===== src/design/vsfr_pkg.sv =====
`timescale 1ns / 1ps

package vsfr_pkg;

    localparam int COUNT_WIDTH      = 16;
    localparam int VOLTAGE_BITS     = 10;
    localparam int EDGE_COUNT_WIDTH = 8;

    localparam int CFG_IDX_WIDTH  = 3;
    localparam int CFG_DATA_WIDTH = COUNT_WIDTH;

    // product of (period + 1) and edge count for the edge acceptance check
    localparam int ACC_PROD_WIDTH = COUNT_WIDTH + 1 + EDGE_COUNT_WIDTH;
    // product of voltage offset and halved interval for the limit scaling
    localparam int SCL_PROD_WIDTH = VOLTAGE_BITS + COUNT_WIDTH - 1;

    localparam logic [CFG_IDX_WIDTH-1:0] CFG_TICK_TIMEOUT    = 3'd0;
    localparam logic [CFG_IDX_WIDTH-1:0] CFG_STOP_THRESHOLD  = 3'd1;
    localparam logic [CFG_IDX_WIDTH-1:0] CFG_START_THRESHOLD = 3'd2;
    localparam logic [CFG_IDX_WIDTH-1:0] CFG_MIN_PERIOD_BASE = 3'd3;
    localparam logic [CFG_IDX_WIDTH-1:0] CFG_VOLTAGE_CENTER  = 3'd4;

    localparam logic [COUNT_WIDTH-1:0]  RST_TICK_TIMEOUT    = COUNT_WIDTH'(6000);
    localparam logic [COUNT_WIDTH-1:0]  RST_STOP_THRESHOLD  = COUNT_WIDTH'(16'h1400);
    localparam logic [COUNT_WIDTH-1:0]  RST_START_THRESHOLD = COUNT_WIDTH'(16'h1200);
    localparam logic [COUNT_WIDTH-1:0]  RST_MIN_PERIOD_BASE = COUNT_WIDTH'(3906);
    localparam logic [VOLTAGE_BITS-1:0] RST_VOLTAGE_CENTER  = VOLTAGE_BITS'(10'h200);

    typedef enum logic [1:0] {
        OP_TICK = 2'd0,
        OP_EDGE = 2'd1,
        OP_EVAL = 2'd2,
        OP_NONE = 2'd3
    } t_op;

    typedef struct packed {
        t_op                     operation;
        logic [COUNT_WIDTH-1:0]  edge_period;
        logic [VOLTAGE_BITS-1:0] voltage_sample;
    } t_in_word;

    typedef struct packed {
        logic                        out_level;
        logic                        measuring;
        logic [COUNT_WIDTH-1:0]      half_period_limit;
        logic [EDGE_COUNT_WIDTH-1:0] edges_seen;
        logic [COUNT_WIDTH-1:0]      last_interval_out;
    } t_out_word;

    typedef struct packed {
        logic load;   // capture the input word
        logic calc;   // register the products
        logic apply;  // update state and load the result register
    } t_dp_cmd;

endpackage


===== src/design/vsfr_ctrl.sv =====
`timescale 1ns / 1ps

module vsfr_ctrl
    import vsfr_pkg::*;
(
    input  logic    i_clk,
    input  logic    i_rst_n,
    input  logic    i_in_valid,
    input  logic    i_out_stall,
    output logic    o_in_stall,
    output logic    o_out_valid,
    output t_dp_cmd o_cmd
);

    typedef enum logic [1:0] {
        S_IDLE,
        S_CALC,
        S_APPLY
    } t_state;

    t_state r_state, n_state;
    logic   r_out_valid, n_out_valid;

    always_comb begin
        n_state     = r_state;
        n_out_valid = r_out_valid;
        o_cmd       = '0;
        if (r_out_valid && !i_out_stall) begin
            n_out_valid = 1'b0;
        end
        unique case (r_state)
            S_IDLE: begin
                if (i_in_valid) begin
                    o_cmd.load = 1'b1;
                    n_state    = S_CALC;
                end
            end
            S_CALC: begin
                o_cmd.calc = 1'b1;
                n_state    = S_APPLY;
            end
            S_APPLY: begin
                // hold until the result register is free
                if (!r_out_valid || !i_out_stall) begin
                    o_cmd.apply = 1'b1;
                    n_out_valid = 1'b1;
                    n_state     = S_IDLE;
                end
            end
            default: n_state = S_IDLE;
        endcase
    end

    always_ff @(posedge i_clk) begin
        if (!i_rst_n) begin
            r_state     <= S_IDLE;
            r_out_valid <= 1'b0;
        end else begin
            r_state     <= n_state;
            r_out_valid <= n_out_valid;
        end
    end

    assign o_in_stall  = (r_state != S_IDLE);
    assign o_out_valid = r_out_valid;

endmodule


===== src/design/vsfr_datapath.sv =====
`timescale 1ns / 1ps

module vsfr_datapath
    import vsfr_pkg::*;
(
    input  logic                      i_clk,
    input  logic                      i_rst_n,
    input  t_dp_cmd                   i_cmd,
    input  logic                      i_cfg_we,
    input  logic [CFG_IDX_WIDTH-1:0]  i_cfg_idx,
    input  logic [CFG_DATA_WIDTH-1:0] i_cfg_data,
    input  t_in_word                  i_in_word,
    output t_out_word                 o_out_word
);

    localparam logic [EDGE_COUNT_WIDTH-1:0] EDGE_MAX = {EDGE_COUNT_WIDTH{1'b1}};

    // configuration
    logic [COUNT_WIDTH-1:0]  r_cfg_timeout, r_cfg_stop, r_cfg_start, r_cfg_base;
    logic [VOLTAGE_BITS-1:0] r_cfg_center;

    // captured input word
    t_in_word r_in;

    // block state
    logic [COUNT_WIDTH-1:0]      r_tick, r_last_interval, r_out_count, r_half_limit;
    logic                        r_pending, r_mode, r_level;
    logic [EDGE_COUNT_WIDTH-1:0] r_edge_count;
    logic [VOLTAGE_BITS-1:0]     r_voltage;

    logic [COUNT_WIDTH-1:0]      n_tick, n_last_interval, n_out_count, n_half_limit;
    logic                        n_pending, n_mode, n_level;
    logic [EDGE_COUNT_WIDTH-1:0] n_edge_count;
    logic [VOLTAGE_BITS-1:0]     n_voltage;

    // product stage
    logic [ACC_PROD_WIDTH-1:0] r_acc_prod;
    logic [SCL_PROD_WIDTH-1:0] r_scl_prod;
    logic                      r_grow;

    t_out_word r_out;

    logic [EDGE_COUNT_WIDTH-1:0] w_edge_inc;
    logic [VOLTAGE_BITS-1:0]     w_vdiff;
    logic [COUNT_WIDTH:0]        w_period_p1;
    logic [COUNT_WIDTH-1:0]      w_lim, w_d, w_new_lim, w_tick_inc, w_oc_inc;
    logic [COUNT_WIDTH:0]        w_sum;
    logic                        w_reject;

    assign w_edge_inc  = (r_edge_count != EDGE_MAX) ? r_edge_count + 1'b1 : r_edge_count;
    assign w_vdiff     = (r_voltage > r_cfg_center) ? r_voltage - r_cfg_center
                                                    : r_cfg_center - r_voltage;
    assign w_period_p1 = {1'b0, r_in.edge_period} + 1'b1;

    // scaled limit from the registered product
    assign w_lim = {1'b0, r_tick[COUNT_WIDTH-1:1]};
    assign w_d   = {1'b0, r_scl_prod[SCL_PROD_WIDTH-1:VOLTAGE_BITS]};
    assign w_sum = {1'b0, w_lim} + {1'b0, w_d};
    always_comb begin
        if (r_grow) begin
            w_new_lim = w_sum[COUNT_WIDTH] ? {COUNT_WIDTH{1'b1}} : w_sum[COUNT_WIDTH-1:0];
        end else begin
            w_new_lim = (w_d >= w_lim) ? '0 : w_lim - w_d;
        end
    end

    // period < base / count  <=>  (period + 1) * count <= base
    assign w_reject   = r_mode &&
                        (r_acc_prod <= {{(ACC_PROD_WIDTH-COUNT_WIDTH){1'b0}}, r_cfg_base});
    assign w_tick_inc = r_tick + 1'b1;
    assign w_oc_inc   = r_out_count + 1'b1;

    always_comb begin
        n_tick          = r_tick;
        n_last_interval = r_last_interval;
        n_out_count     = r_out_count;
        n_half_limit    = r_half_limit;
        n_pending       = r_pending;
        n_mode          = r_mode;
        n_level         = r_level;
        n_edge_count    = r_edge_count;
        n_voltage       = r_voltage;
        case (r_in.operation)
            OP_TICK: begin
                if (w_tick_inc >= r_cfg_timeout) begin
                    n_tick          = '0;
                    n_last_interval = '0;
                    n_pending       = 1'b0;
                    n_mode          = 1'b0;
                end else begin
                    n_tick = w_tick_inc;
                    if (w_oc_inc > r_half_limit) begin
                        n_pending   = 1'b1;
                        n_out_count = '0;
                    end else begin
                        n_out_count = w_oc_inc;
                    end
                end
            end
            OP_EDGE: begin
                n_edge_count    = w_edge_inc;
                n_last_interval = r_tick;
                if (!w_reject) begin
                    n_half_limit = w_new_lim;
                    n_tick       = '0;
                    if (r_out_count > w_new_lim) begin
                        n_out_count = '0;
                        n_pending   = 1'b1;
                    end
                end
            end
            OP_EVAL: begin
                n_voltage = r_in.voltage_sample;
                if (r_mode) begin
                    if (r_last_interval == '0 || r_edge_count == '0 ||
                        r_last_interval > r_cfg_stop) begin
                        n_mode = 1'b0;
                    end
                end else begin
                    if (r_last_interval != '0 && r_edge_count >= EDGE_COUNT_WIDTH'(2) &&
                        r_last_interval < r_cfg_start) begin
                        n_mode = 1'b1;
                    end
                end
                n_edge_count = '0;
            end
            default: ;
        endcase
        // serve a pending toggle only while measuring
        if (n_pending && n_mode) begin
            n_level   = !r_level;
            n_pending = 1'b0;
        end
    end

    always_ff @(posedge i_clk) begin
        if (!i_rst_n) begin
            r_cfg_timeout   <= RST_TICK_TIMEOUT;
            r_cfg_stop      <= RST_STOP_THRESHOLD;
            r_cfg_start     <= RST_START_THRESHOLD;
            r_cfg_base      <= RST_MIN_PERIOD_BASE;
            r_cfg_center    <= RST_VOLTAGE_CENTER;
            r_tick          <= '0;
            r_last_interval <= '0;
            r_out_count     <= '0;
            r_half_limit    <= '0;
            r_pending       <= 1'b0;
            r_mode          <= 1'b0;
            r_level         <= 1'b0;
            r_edge_count    <= '0;
            r_voltage       <= '0;
        end else begin
            if (i_cfg_we) begin
                unique case (i_cfg_idx)
                    CFG_TICK_TIMEOUT:    r_cfg_timeout <= i_cfg_data;
                    CFG_STOP_THRESHOLD:  r_cfg_stop    <= i_cfg_data;
                    CFG_START_THRESHOLD: r_cfg_start   <= i_cfg_data;
                    CFG_MIN_PERIOD_BASE: r_cfg_base    <= i_cfg_data;
                    CFG_VOLTAGE_CENTER:  r_cfg_center  <= i_cfg_data[VOLTAGE_BITS-1:0];
                    default: ;
                endcase
            end
            if (i_cmd.apply) begin
                r_tick          <= n_tick;
                r_last_interval <= n_last_interval;
                r_out_count     <= n_out_count;
                r_half_limit    <= n_half_limit;
                r_pending       <= n_pending;
                r_mode          <= n_mode;
                r_level         <= n_level;
                r_edge_count    <= n_edge_count;
                r_voltage       <= n_voltage;
            end
        end
    end

    always_ff @(posedge i_clk) begin
        if (i_cmd.load) begin
            r_in <= i_in_word;
        end
        if (i_cmd.calc) begin
            r_acc_prod <= w_period_p1 * w_edge_inc;
            r_scl_prod <= w_vdiff * r_tick[COUNT_WIDTH-1:1];
            r_grow     <= (r_voltage > r_cfg_center);
        end
        if (i_cmd.apply) begin
            r_out.out_level         <= n_level;
            r_out.measuring         <= n_mode;
            r_out.half_period_limit <= n_half_limit;
            r_out.edges_seen        <= n_edge_count;
            r_out.last_interval_out <= n_last_interval;
        end
    end

    assign o_out_word = r_out;

endmodule


===== src/design/voltage_scaled_frequency_regenerator_unit.sv =====
`timescale 1ns / 1ps

// Voltage-scaled frequency regenerator. Each input word is a tick, an input
// edge with its coarse period, or a one-second evaluation with a voltage
// sample; every word yields exactly one result word with the output level,
// the mode, the half-period limit, the edge count and the last interval.
// Each word passes through capture, a step in which the two multipliers
// (edge acceptance check and voltage scaling of the limit) are registered,
// and an update step that writes the state and the result register. The
// result register lets the next word in while a result is still stalled;
// the update step then waits for that register to drain. Configuration
// writes through i_cfg_we/i_cfg_idx/i_cfg_data take effect at once and are
// meant to be issued while no word is in flight; unknown indexes are dropped.

module voltage_scaled_frequency_regenerator_unit
    import vsfr_pkg::*;
(
    input  logic                      i_clk,
    input  logic                      i_rst_n,
    input  logic                      i_cfg_we,
    input  logic [CFG_IDX_WIDTH-1:0]  i_cfg_idx,
    input  logic [CFG_DATA_WIDTH-1:0] i_cfg_data,
    input  logic                      i_in_valid,
    output logic                      o_in_stall,
    input  t_in_word                  i_in_word,
    output logic                      o_out_valid,
    input  logic                      i_out_stall,
    output t_out_word                 o_out_word
);

    t_dp_cmd w_cmd;

    // sequencing: capture, multiply, update
    vsfr_ctrl u_ctrl (
        .i_clk       (i_clk),
        .i_rst_n     (i_rst_n),
        .i_in_valid  (i_in_valid),
        .i_out_stall (i_out_stall),
        .o_in_stall  (o_in_stall),
        .o_out_valid (o_out_valid),
        .o_cmd       (w_cmd)
    );

    // configuration, block state, multipliers and result register
    vsfr_datapath u_datapath (
        .i_clk      (i_clk),
        .i_rst_n    (i_rst_n),
        .i_cmd      (w_cmd),
        .i_cfg_we   (i_cfg_we),
        .i_cfg_idx  (i_cfg_idx),
        .i_cfg_data (i_cfg_data),
        .i_in_word  (i_in_word),
        .o_out_word (o_out_word)
    );

endmodule

===== config.mk =====
export PLATFORM = sky130hd
export DESIGN_NAME = voltage_scaled_frequency_regenerator_unit
export DESIGN_NICKNAME = d
export VERILOG_FILES = /design/src/design/vsfr_pkg.sv /design/src/design/vsfr_ctrl.sv /design/src/design/vsfr_datapath.sv /design/src/design/voltage_scaled_frequency_regenerator_unit.sv
export SDC_FILE = /design/constraint.sdc
export NUM_CORES = 1
export LEC_CHECK = 0
export ABC_AREA = 0
export BUFFER_PORTS_ARGS = -buffer_cell sky130_fd_sc_hd__buf_2
export CAP_MARGIN = 20
export CELL_PAD_IN_SITES_DETAIL_PLACEMENT = 1
export CELL_PAD_IN_SITES_GLOBAL_PLACEMENT = 2
export CORE_UTILIZATION = 40
export CTS_CLUSTER_DIAMETER = 120
export DETAILED_ROUTE_END_ITERATION = 6
export PLACE_DENSITY_LB_ADDON = 0.1
export SLEW_MARGIN = 20
export SYNTH_ARGS = -nofsm -noshare
export SYNTH_HDL_FRONTEND = slang
export SYNTH_HIERARCHICAL = 1
export SYNTH_SLANG_ARGS = --single-unit

===== constraint.sdc =====
create_clock -name i_clk -period 9.5 [get_ports i_clk]
set_input_delay 2.85 -clock i_clk [delete_from_list [all_inputs] [get_ports i_clk]]
set_output_delay 2.85 -clock i_clk [all_outputs]
set_load 0.02 [all_outputs]

# ---- Yosys cells after proc, flatten, opt, wreduce, memory -nomap -nowiden
# Index checks and enable logic that the tools add are counted.
dict set report word_totals {
  word_cells 129
  input_bits 52
  regBits 283
  output_inout_bits 44
}
dict set report op_classes {
  muxes 41
  reduce_logical 28
  eq_ne 14
  mul 2
  magnitude_cmp 9
  addsub 8
}
# cell count
set ops {}
lappend ops {{$mux 16} 12}
lappend ops {{$pmux 16 s2} 3}
lappend ops {{$gt 16x16->1} 3}
lappend ops {{$add 16x1->16 const B} 2}
lappend ops {{$le 25x16->1} 1}
lappend ops {{$mul 10x15->25} 1}
lappend ops {{$mul 17x8->25} 1}
lappend ops {{$sub 10x10->10} 2}
lappend ops {{$mux 1} 18}
lappend ops {{$add 16x1->17 const B} 1}
lappend ops {{$add 15x15->16} 1}
lappend ops {{$ge 16x16->1} 1}
lappend ops {{$logic_not 16->1} 1}
lappend ops {{$lt 16x16->1} 1}
lappend ops {{$pmux 8 s2} 1}
lappend ops {{$reduce_bool 16->1} 1}
lappend ops {{$sub 15x15->16} 1}
lappend ops {{$ge 15x15->1} 1}
lappend ops {{$reduce_and 2->1} 7}
lappend ops {{$gt 10x10->1} 1}
lappend ops {{$mux 10} 1}
lappend ops {{$add 8x1->8 const B} 1}
lappend ops {{$ge 8x2->1 const B} 1}
lappend ops {{$logic_not 8->1} 1}
lappend ops {{20 further kinds} 38}

# ---- Logic depth before layout (Yosys ltp)
dict set report depth {
  depth_word 9
  depth_mapped 35
}

# ---- Hierarchy
# The synthesis kept the hierarchy.
# module cells_each area_per_inst_um2 instances seq_area_each_um2
set by_module_without_submodules {}
lappend by_module_without_submodules {vsfr_datapath 2883 24972.7 1 6516.2}
lappend by_module_without_submodules {vsfr_ctrl 14 142.6 1 60.1}

# ---- Worst setup path after synthesis
# Ideal clock, no wire load.
dict set report synth_timing {
  path_type {register to register}
  start {register u_datapath.r_voltage[0]}
  end {register u_datapath.r_scl_prod[19], data pin}
  setup_time_ns 0.265
  synth_period_minus_slack_ns 7.629
  stages_incl_launch_ff 33
  required_time_ns 9.235
  n_path_buf 1
  arrival_time_ns 7.364
  path_slack_ns 1.871
  cell_sequence {dfxtp_1 > inv_1 > ha_1 > inv_1 > fa_1 > a21oi_1 > o22a_1 > nand3_1 > a21boi_0 > nor3_1 > a311oi_2 > o31a_1 > buf_6 > mux2i_1 > a311oi_2 > fa_1 > fa_1 > inv_1 > fa_1 > fa_1 > inv_1 > fa_1 > inv_1 > ha_1 > a21o_1 > a21oi_1 > o21ai_0 > a32o_1 > a31oi_1 > nand2_1 > a31o_2 > a211oi_1 > nor2_1}
}
dict set report synth_between {
  elab_chain_len 3
  elab_cells_between_ends 5
}
# item line
set synth_rtl {}
lappend synth_rtl {{start: declaration} vsfr_datapath.sv:29} ;# logic [VOLTAGE_BITS-1:0] r_voltage;
lappend synth_rtl {{start signal: assignment} vsfr_datapath.sv:172} ;# r_voltage <= n_voltage;
lappend synth_rtl {{$sub 10x10->10, or another cell as far along} vsfr_datapath.sv:52} ;# : r_cfg_center - r_voltage;
lappend synth_rtl {{$mux 10 *} vsfr_datapath.sv:51} ;# assign w_vdiff = (r_voltage > r_cfg_center) ? r_voltage - r_cfg_center
lappend synth_rtl {{$mul 10x15->25 *} vsfr_datapath.sv:183} ;# r_scl_prod <= w_vdiff * r_tick[COUNT_WIDTH-1:1];
lappend synth_rtl {{end signal: assignment} vsfr_datapath.sv:183}
lappend synth_rtl {{end: declaration} vsfr_datapath.sv:38} ;# logic [SCL_PROD_WIDTH-1:0] r_scl_prod;
# Mark *: on every way between the ends. The rest lies on a longest branch, timed or not.
# A chain may end at the register's enable or synchronous reset.

# ---- Worst setup path after layout
# Same ends and word-level chain as after synthesis.

==> metrics list <==
- In the routed layout, each cell is associated on average with a via count of 5.433.
- The tightest min-delay check is of the reg -> reg type.
- Buffer count from post-CTS setup fixing: 0
* Die width: 252.6 um
- The number of global-route vias before repair came to 22.06k.
* Hold WS: 0.4556 ns
* Count of cell types in the netlist: 87
* Number of H-tree levels: 2
- Across the VDD grid, the largest voltage drop is 101.4 uV.
- Sequential cells burn 41.2% of the power.
- After detailed routing, the average wire length per cell comes to 20.52 um.
- Class of the most critical setup path: reg -> reg
* Worst setup slack before clock tree synthesis: -0.09889 ns
- GP Congestion: 0.8533
* Hold Fails Final Rpt: 0
* Clock Power Share: 45.1%
* Signal arrival time at the worst endpoint: 9.19 ns
* Commonest non-fill, non-tap cell in the layout: sky130_fd_sc_hd__nand2_1
- The tool flagged a number of max-cap violations equal to 0.
- Largest fanout on the critical path: 24
* Combinational share of power: 13.7%
- Global-route wire length before repair: 123,500 um
* Warnings from Yosys: 6
- Detailed-router iteration count before antenna repair: 5
- Outcome: completed
- RSZ-0062 raised after global routing: false
- WL final: 77,950 um
- Pin count of the biggest net entering global routing: 69
- Critical path startpoint category: flop
- Vias: 20.64k
- Footprint of the multi-input gates: 0.01666 mm2
- Power per standard cell area: 112.6 mW/mm2
- Setup violations remaining at the end of the flow were counted as 0.
- Root Buffer: sky130_fd_sc_hd__clkbuf_16
- Time the worst path needs with I/O delays and setup: 8.893 ns
* Area taken by flip-flops and latches: 0.006576 mm2
* Post-detailed-placement half-perimeter wirelength: 60,710 um
* Multiplexer share of the synthesized area: 1.016%
* Final period utilization: 93.61%
- Drt drc: 0
- The die covers 0.06379 mm2.
* Layout area overhead: 10.19%
* Yosys reg bits: 273
- Antenna violations before repair: 0
- Internal Power: 2.227 mW
- In this run the mean area of a mapped cell was 8.669 um2.
- Slowest cell on the critical path: sky130_fd_sc_hd__fa_1
* Insertion delay to the later sink of the worst-skew pair: 0.57 ns
- Counting every instance in the synthesized netlist gives 2,897.
- Max Clock Skew: 0.02556 ns
- EDFF count, synth: 111
- Combined area of all synthesized cells: 0.02512 mm2
- Final core utilization: 44.76%
- After clock tree synthesis, the clock-pin slew on the worst setup and hold paths is 0.06 ns.
- Antenna-violating nets left: 0
* Fraction of power spent switching nets: 28.54%
- Summed over all nets, the switching power comes to 889.2 uW.
- Initial cell density of the core: 40.62%
* Core ar.: 0.06183 mm2
- Tightest slew margin relative to the limit: 26.48%
- CTS tree: yes
- Number of fill cells: 7,271
* Placed insts: 3,732
- Static timing analysis puts the maximum clock frequency at 112.5 MHz.
* CTS Sinks: 273
- Setup ws final: 0.6072 ns
- Post-Syn Nets: 3,400
- Leaving out fill and tap cells, the most frequent cells in the layout are 414 x sky130_fd_sc_hd__nand2_1, 365 x sky130_fd_sc_hd__inv_1, 256 x sky130_fd_sc_hd__ha_1, 195 x sky130_fd_sc_hd__fa_1, 187 x sky130_fd_sc_hd__a21oi_1.
- Cell leakage power: 12.30 nW
- Crit. End Element: flop
* Proportion of netlist area held by the largest area contributor: 15.54%
* Post-Synth XOR/XNOR Area: 3.313%
* Fraction of the mapped netlist area in compound gates: 13.99%
- Overall routing resource usage: 24.78%
- From bottom edge to top edge, the die measures 252.6 um.
- Share of async-settable or async-resettable flops after synthesis: 0%
* Delay of the slowest cell on the worst path: 0.55 ns
- Buffer depth of the longest clock path: 3
* Actual slew at the worst max-slew pin: 1.099 ns
- Simple-gate portion of the synthesized area: 19.47%
- Initial DRC Count: 1,094
- Main combinational cell family by area after synthesis: adder cells
- In this run the tool buffered the top-level ports with 95 buffer cells.
* Critical path's most frequent cell: sky130_fd_sc_hd__fa_1
* Number of I/O pins: 96
- In the synthesized netlist the dominant register cell turns out to be sky130_fd_sc_hd__dfxtp_1.
* Inserted Clock Buffers: 37
- Standard-cell row count: 91
* Proportion of synthesized chip area in sequential cells: 26.18%
- The final max-slew violation count came to 0.
- GRT Residual Overflow: 0
- Data on the critical path is required at its endpoint by 9.80 ns.
- Summed over all instances, the cell type with the most area after synthesis is sky130_fd_sc_hd__fa_1.
- Excluding fillers, the count of instances in the completed layout stands at 3,799.
- In the final design database the tool counted 3,437 nets.
* Fraction of final layout cells with drive strength greater than 1: 8.139%
- Adder and majority gate portion of the synthesized area: 28.30%
- By area the synthesized netlist is led by sky130_fd_sc_hd__fa_1 16%, sky130_fd_sc_hd__edfxtp_1 13%, sky130_fd_sc_hd__dfxtp_1 13%.
* Total power consumption of the routed design: 3.116 mW
## critical path, delay by kind of cell (launching register included)
| family | cells | cell delay (ns) |
|---|---|---|
| compound gates | 8 | 2.70 |
| fa+ha+maj | 8 | 3.53 |
| buf+inv | 5 | 0.55 |
| flops | 1 | 0.33 |
| simple gates | 9 | 1.49 |
## power groups by stage
stage / combinational [mW] / sequential [mW] / clock, mW
6_report: 0.427 / 1.28 / 1.40
5_1_grt: 0.475 / 1.29 / 1.48
4_1_cts: 0.430 / 1.28 / 1.44
3_5_place_dp: 0.425 / 1.31 / 0
3_3_place_gp: 0.413 / 1.31 / 0
2_1_floorplan: 0.280 / 1.31 / 0
## timing repair
item                                    4_1_cts  5_1_grt
hold endpoints to repair                      0        0
hold buffers                                  0        0
gates resized for setup                       1        2
endpoints found under the setup margin        3        2
## area by class of cell
class	count	area share, %
Antenna cell	1	0.009042
Clock buffer	49	3.545
Timing Repair Buffer	138	2.885
Clock inverter	17	0.8274
Sequential cell	273	23.76
Inverter	366	4.973
Tap cell	837	3.784
Multi-Input combinational cell	2118	60.21
## registers in the layout, summed over array words and instances (netlist names)
name	cells
u_datapath/r_half_limit	16
u_datapath/r_in	28
u_datapath/r_cfg_timeout	16
u_datapath/r_last_interval	16
u_datapath/r_cfg_stop	16
u_datapath/r_mode	1
u_datapath/r_grow	1
u_datapath/r_pending	1
u_ctrl/o_out_valid	1
u_datapath/r_tick	16
u_datapath/r_edge_count	8
u_datapath/o_out_word	42
u_datapath/r_cfg_center	10
u_datapath/r_level	1
u_ctrl/r_state	2
u_datapath/r_out_count	16
u_datapath/r_scl_prod	15
u_datapath/r_voltage	10
u_datapath/r_cfg_base	16
u_datapath/r_acc_prod	25
u_datapath/r_cfg_start	16
## final timing paths
| kind | start | endpoint | slack [ns] | depth (start not counted) |
|---|---|---|---|---|
| worst max-delay path | u_datapath/r_voltage[0]$_SDFFE_PN0P_ | u_datapath/r_scl_prod[19]$_DFFE_PP_ | 0.61 | 30 |
| worst min-delay path | u_datapath/r_cfg_start[3]$_SDFFE_PN0P_ | u_datapath/r_cfg_start[3]$_SDFFE_PN0P_ | 0.46 | 2 |
| worst max register to register | u_datapath/r_voltage[0]$_SDFFE_PN0P_ | u_datapath/r_scl_prod[19]$_DFFE_PP_ | 0.61 | 30 |
| worst min register to register | u_datapath/r_cfg_start[3]$_SDFFE_PN0P_ | u_datapath/r_cfg_start[3]$_SDFFE_PN0P_ | 0.46 | 2 |
## metrics by stage
| stage | TNS (ns) | instance area, um2 |
|---|---|---|
| global placement | 0 | 26430 |
| floorplan | 0 | 25120 |
| CTS | 0 | 27650 |
| global route | 0 | 27670 |
| finish | 0 | 27670 |
| detailed placement | -0.1390 | 26430 |
## routing by layer
| layer | part of all wire, % | track usage [%] | vias up |
|---|---|---|---|
| met2 | 47 | 41.44 | 326 |
| li1 | - | - | 9814 |
| met5 | 0 | 0 | - |
| met3 | 3.6 | 2.832 | 88 |
| met4 | 1.9 | 5.870 | 0 |
| met1 | 48 | 34.06 | 10410 |
## cells in the mapped netlist, drive strengths merged, types with 14 or more instances
cell type  count
ha           256
nand3         50
o21bai        14
o21a          20
dfxtp        162
and3          38
inv          366
a21oi        190
fa           195
buf           19
a21o          38
a22oi         19
clkbuf       121
o21ai         89
xor2          36
nor2b         41
nand2b        37
nor3          46
nor2         182
o211ai        24
nand4         25
edfxtp       111
nor3b         18
mux2i         21
a22o          17
nand4b        23
and2          63
nand3b        19
nand2        414
a211oi        18
xnor2         59
## cells by family after synthesis
group / count (synthesis)
AND/OR/NAND/NOR: 1010
flip-flops: 273
adder cells (fa/ha/maj): 451
multiplexers: 25
XOR/XNOR: 95
AO/OA/AOI/OAI: 537
buffers and inverters: 506
No activity file was read; power rests on OpenSTA's default activity.
